--- src/design/pfr_pkg.sv ---
// pfr_pkg: shared constants and types for the polynomial fold/reduce block
// depends on nothing; used by pfr_reduce, poly_fold_reduce_mod_q and tb

package pfr_pkg;

    // default polynomial length P
    localparam int POLY_DEGREE_DEF = 761;

    // field widths
    localparam int COEF_IN_W  = 16;
    localparam int COEF_OUT_W = 14;
    localparam int COEF_IDX_W = 10;
    localparam int SUM_W      = 18;

    // modulus and Barrett constants
    localparam logic signed [13:0] MOD_Q      = 14'sd4591;
    localparam logic signed [8:0]  BARRETT_M1 = 9'sd228;
    localparam int                 BARRETT_S1 = 20;
    localparam logic signed [16:0] BARRETT_M2 = 17'sd58470;
    localparam logic signed [35:0] BARRETT_R2 = 36'sd134217728;
    localparam int                 BARRETT_S2 = 28;

    // sideband that follows a sum through the reduction pipe
    typedef struct packed {
        logic [COEF_IDX_W-1:0] idx;
        logic                  last;
    } t_tag;

endpackage

--- src/design/pfr_reduce.sv ---
// pfr_reduce: five-stage pipe reducing an 18-bit sum modulo 4591 (two Barrett steps)
// depends on pfr_pkg; the last stage is the block's output register

module pfr_reduce (
    input  logic                               i_clk,
    input  logic                               i_rst_n,
    input  logic                               i_en,
    input  logic                               i_vld,
    input  logic signed [pfr_pkg::SUM_W-1:0]   i_a,
    input  pfr_pkg::t_tag                      i_tag,
    output logic                               o_vld,
    output logic signed [pfr_pkg::COEF_OUT_W-1:0] o_coeff,
    output pfr_pkg::t_tag                      o_tag
);
    import pfr_pkg::*;

    localparam int NSTG = 5;

    logic [NSTG-1:0] r_vld;
    t_tag            r_tag [NSTG];

    logic signed [SUM_W-1:0]      r_a;
    logic signed [26:0]           r_p1;
    logic signed [SUM_W-1:0]      r_a_d;
    logic signed [SUM_W-1:0]      r_a1;
    logic signed [35:0]           r_p2;
    logic signed [SUM_W-1:0]      r_a1_d;
    logic signed [COEF_OUT_W-1:0] r_out;

    logic signed [6:0]  w_q1;
    logic signed [21:0] w_a1;
    logic signed [7:0]  w_q2;
    logic signed [21:0] w_a2;

    // quotient estimates and corrections
    assign w_q1 = r_p1[26:BARRETT_S1];
    assign w_a1 = 22'(r_a_d) - 22'(MOD_Q) * 22'(w_q1);
    assign w_q2 = r_p2[35:BARRETT_S2];
    assign w_a2 = 22'(r_a1_d) - 22'(MOD_Q) * 22'(w_q2);

    // valid bits
    always_ff @(posedge i_clk) begin
        if (!i_rst_n) begin
            r_vld <= '0;
        end else if (i_en) begin
            r_vld <= {r_vld[NSTG-2:0], i_vld};
        end
    end

    // datapath and sideband
    always_ff @(posedge i_clk) begin
        if (i_en) begin
            r_a      <= i_a;
            r_p1     <= 27'(r_a) * 27'(BARRETT_M1);
            r_a_d    <= r_a;
            r_a1     <= w_a1[SUM_W-1:0];
            r_p2     <= 36'(r_a1) * 36'(BARRETT_M2) + BARRETT_R2;
            r_a1_d   <= r_a1;
            r_out    <= w_a2[COEF_OUT_W-1:0];
            r_tag[0] <= i_tag;
            for (int s = 1; s < NSTG; s++) begin
                r_tag[s] <= r_tag[s-1];
            end
        end
    end

    assign o_vld   = r_vld[NSTG-1];
    assign o_coeff = r_out;
    assign o_tag   = r_tag[NSTG-1];

endmodule

--- config.mk ---
export PLATFORM = sky130hd
export DESIGN_NAME = pfr_reduce
export DESIGN_NICKNAME = d
export VERILOG_FILES = /design/src/design/pfr_pkg.sv /design/src/design/pfr_reduce.sv
export SDC_FILE = /design/constraint.sdc
export NUM_CORES = 1
export LEC_CHECK = 0
export ABC_AREA = 1
export BUFFER_PORTS_ARGS = -buffer_cell sky130_fd_sc_hd__clkbuf_2
export CAP_MARGIN = 30
export CELL_PAD_IN_SITES_DETAIL_PLACEMENT = 0
export CELL_PAD_IN_SITES_GLOBAL_PLACEMENT = 2
export CORE_MARGIN = 5
export CORE_UTILIZATION = 40
export DETAILED_ROUTE_END_ITERATION = 16
export PLACE_DENSITY_LB_ADDON = 0.1
export SETUP_SLACK_MARGIN = 0.4
export SYNTH_ARGS = -nofsm -noshare
export SYNTH_HDL_FRONTEND = slang
export SYNTH_SLANG_ARGS = --single-unit
--- constraint.sdc ---
create_clock -name i_clk -period 7 [get_ports i_clk]
set_clock_uncertainty 0.1 [all_clocks]
set_input_delay 1.4 -clock i_clk [delete_from_list [all_inputs] [get_ports i_clk]]
set_output_delay 1.4 -clock i_clk [all_outputs]
set_load 0.02 [all_outputs]
==> flow_summary.json <==
{
  "final_common_cell": "inv_1",
  "rows": 76,
  "slew-limit-headroom_pct": 42.72,
  "vias": 11610,
  "ys_types": 37,
  "antenna_found_initial": 0,
  "ioPinCount": 59,
  "cts_buffers": 17,
  "finalHoldViolations": 0,
  "cts_resized": 0,
  "drive_above_1_share_pct": 5.802,
  "drt-total-wl_mm": 39.30,
  "post-route-period-util_pct": 84.50,
  "maxSlewViolCount": 0,
  "grt.busiest_layer": "met2",
  "gr-total-overflow": 0,
  "grtUsageMet3_pct": 2.152,
  "ant_nets": 0,
  "post-place-ws_ps": 1009,
  "grt_max_degree": 67,
  "status": "complete, no violations",
  "synth_nets": 2397,
  "gp_congestion": 0.8639,
  "met1_usage_pct": 21.16,
  "async_reset_ff_share_pct": 0,
  "hold_class": "reg2reg",
  "cts.sinks": 157,
  "cts_root_buffer": "clkbuf_16",
  "fp.coreArea_mm2": 0.04327,
  "syn_area_mm2": 0.01753,
  "postSynthCellCount": 1902,
  "drtIter0Drc": 472,
  "drt_pre_antenna_iters": 5,
  "crit_top_cell": "nand2_1",
  "critPathLaunchType": "flop",
  "arrival_ps": 6040,
  "hold_buffers": 0,
  "setup_viol": 0,
  "nNetsFinal": 2464,
  "area_growth_pct": 8.827,
  "slowest_stage": "edfxtp_1",
  "synth.yosys.seq_area_share_pct": 26.60,
  "grtUsageTotal_pct": 17.25,
  "cts_tree": "built",
  "cp-end-kind": "flop",
  "clock_path_buffers": 2,
  "start_util_pct": 40.53,
  "setup_ws_ps": 1085,
  "avgSynthCellArea_um2": 9.219,
  "min_period_ps": 5915,
  "drc": 0,
  "timing.setup.critical_path_class": "reg2reg",
  "num_antenna_cells": 0,
  "cts_setup_buffers": 0,
  "post-route-util_pct": 44.10,
  "worst_pin_slew_ps": 859.2,
  "cp.required_ps": 7120,
  "grt_first_pass_wirelength_mm": 64.23,
  "h-tree-depth": 4,
  "met2_usage_pct": 32.09,
  "io_buffers": 58,
  "ys_ff_latch": 157,
  "ys_warn_count": 0,
  "dieArea_mm2": 0.04812,
  "die_w_um": 219.4,
  "synth_edf_count": 152,
  "synth_ff_type": "edfxtp_1",
  "maxCapViolations": 0,
  "slowest_delay_ps": 590,
  "clk_latency_ps": 450,
  "layout_common_cells": "567 x inv_1, 293 x nand2_1, 278 x ha_1",
  "clk_pin_slew_ps": 80,
  "die_h_um": 219.4,
  "rsz0062_at_grt": "false",
  "fmax_mhz": 169.1,
  "via_per_inst": 4.521,
  "detailed_place_hpwl_mm": 34.42,
  "wire_per_inst_um": 15.31,
  "first_global_vias": 12370,
  "tns_ps": 0,
  "critPathMaxFanout": 9
}
[metrics by stage]
step | hold slack (ps) | instances | instance area [µm²]
finish | 315.9 | 2567 | 19080
global route | 323.3 | 2567 | 19080
CTS | 313.2 | 2567 | 19080
detailed placement | 304.5 | 2535 | 18500
floorplan | 300.3 | 1902 | 17530
global placement | 300.8 | 2535 | 18500
[critical path, delay by kind of cell, from the launching register on]
kind	cells	cell delay, ps
buffers and inverters	8	630
DFF	1	590
adders and majority gates	7	2730
and+or+nand+nor	17	1660
[metal layers]
metal,vias up,part of all wire (%)
met4,0,1.7
met1,5531,44
met5,-,0
met2,91,53
li1,5952,-
met3,31,1.6
[sequential cells by signal, indices dropped and copies added (netlist names)]
signal   count
r_tag       55
r_a1        18
r_p2         8
r_p1         7
r_a1_d      14
r_a_d       18
r_a         18
r_vld        5
o_coeff     14
[cell type report]
| cell class | count | area [µm²] |
|---|---|---|
| Fill cell | 4397 | 24180 |
| Multi-Input combinational cell | 1160 | 10630 |
| Sequential cell | 157 | 4664 |
| Inverter | 571 | 2143 |
| Tap cell | 585 | 732.0 |
| Clock buffer | 17 | 425.4 |
| Timing Repair Buffer | 62 | 326.6 |
| Clock inverter | 15 | 160.2 |
[kinds of logic after synthesis]
group	share of synthesized area (%)
buf+inv	12.77
simple gates	11.37
fa+ha+maj	40.84
flops	26.60
compound gates	4.367
xor+xnor	4.046
[path summary, 6_finish.rpt]
kind                 from            to  slack [ps]  depth (start not counted)
min          r_tag[0][19]  r_tag[0][30]         320                          0
max reg2reg      r_a1[16]      r_p2[35]        1080                         32
max              r_a1[16]      r_p2[35]        1080                         32
min reg2reg  r_tag[0][19]  r_tag[0][30]         320                          0
[cell usage after synthesis, types with 2 or more instances]
master	n	area, µm²
a21o_1	4	30.03
nand3b_1	3	22.52
nor3_1	10	50.05
nor2_4	4	45.04
nand3_1	55	275.3
nor2_1	79	296.5
buf_2	2	10.01
fa_1	184	3684
and2_1	2	12.51
o21ai_0	42	210.2
nor4_1	3	18.77
inv_2	4	15.01
inv_1	567	2128
or2_2	4	25.02
a211oi_1	3	22.52
dfxtp_1	5	100.1
nand2_1	293	1100
xor2_1	55	481.7
o21ai_1	3	15.01
xnor2_1	26	227.7
nand2_2	7	43.79
nand4_1	10	62.56
buf_4	11	82.58
o211ai_1	3	22.52
ha_1	278	3478
edfxtp_1	152	4564
a31oi_1	2	12.51
a21oi_1	74	370.4
o21bai_1	9	67.56
Power is left out: the tool's default activity adds up to more than one toggle a clock period on the data nets, which glitch-free logic cannot reach.
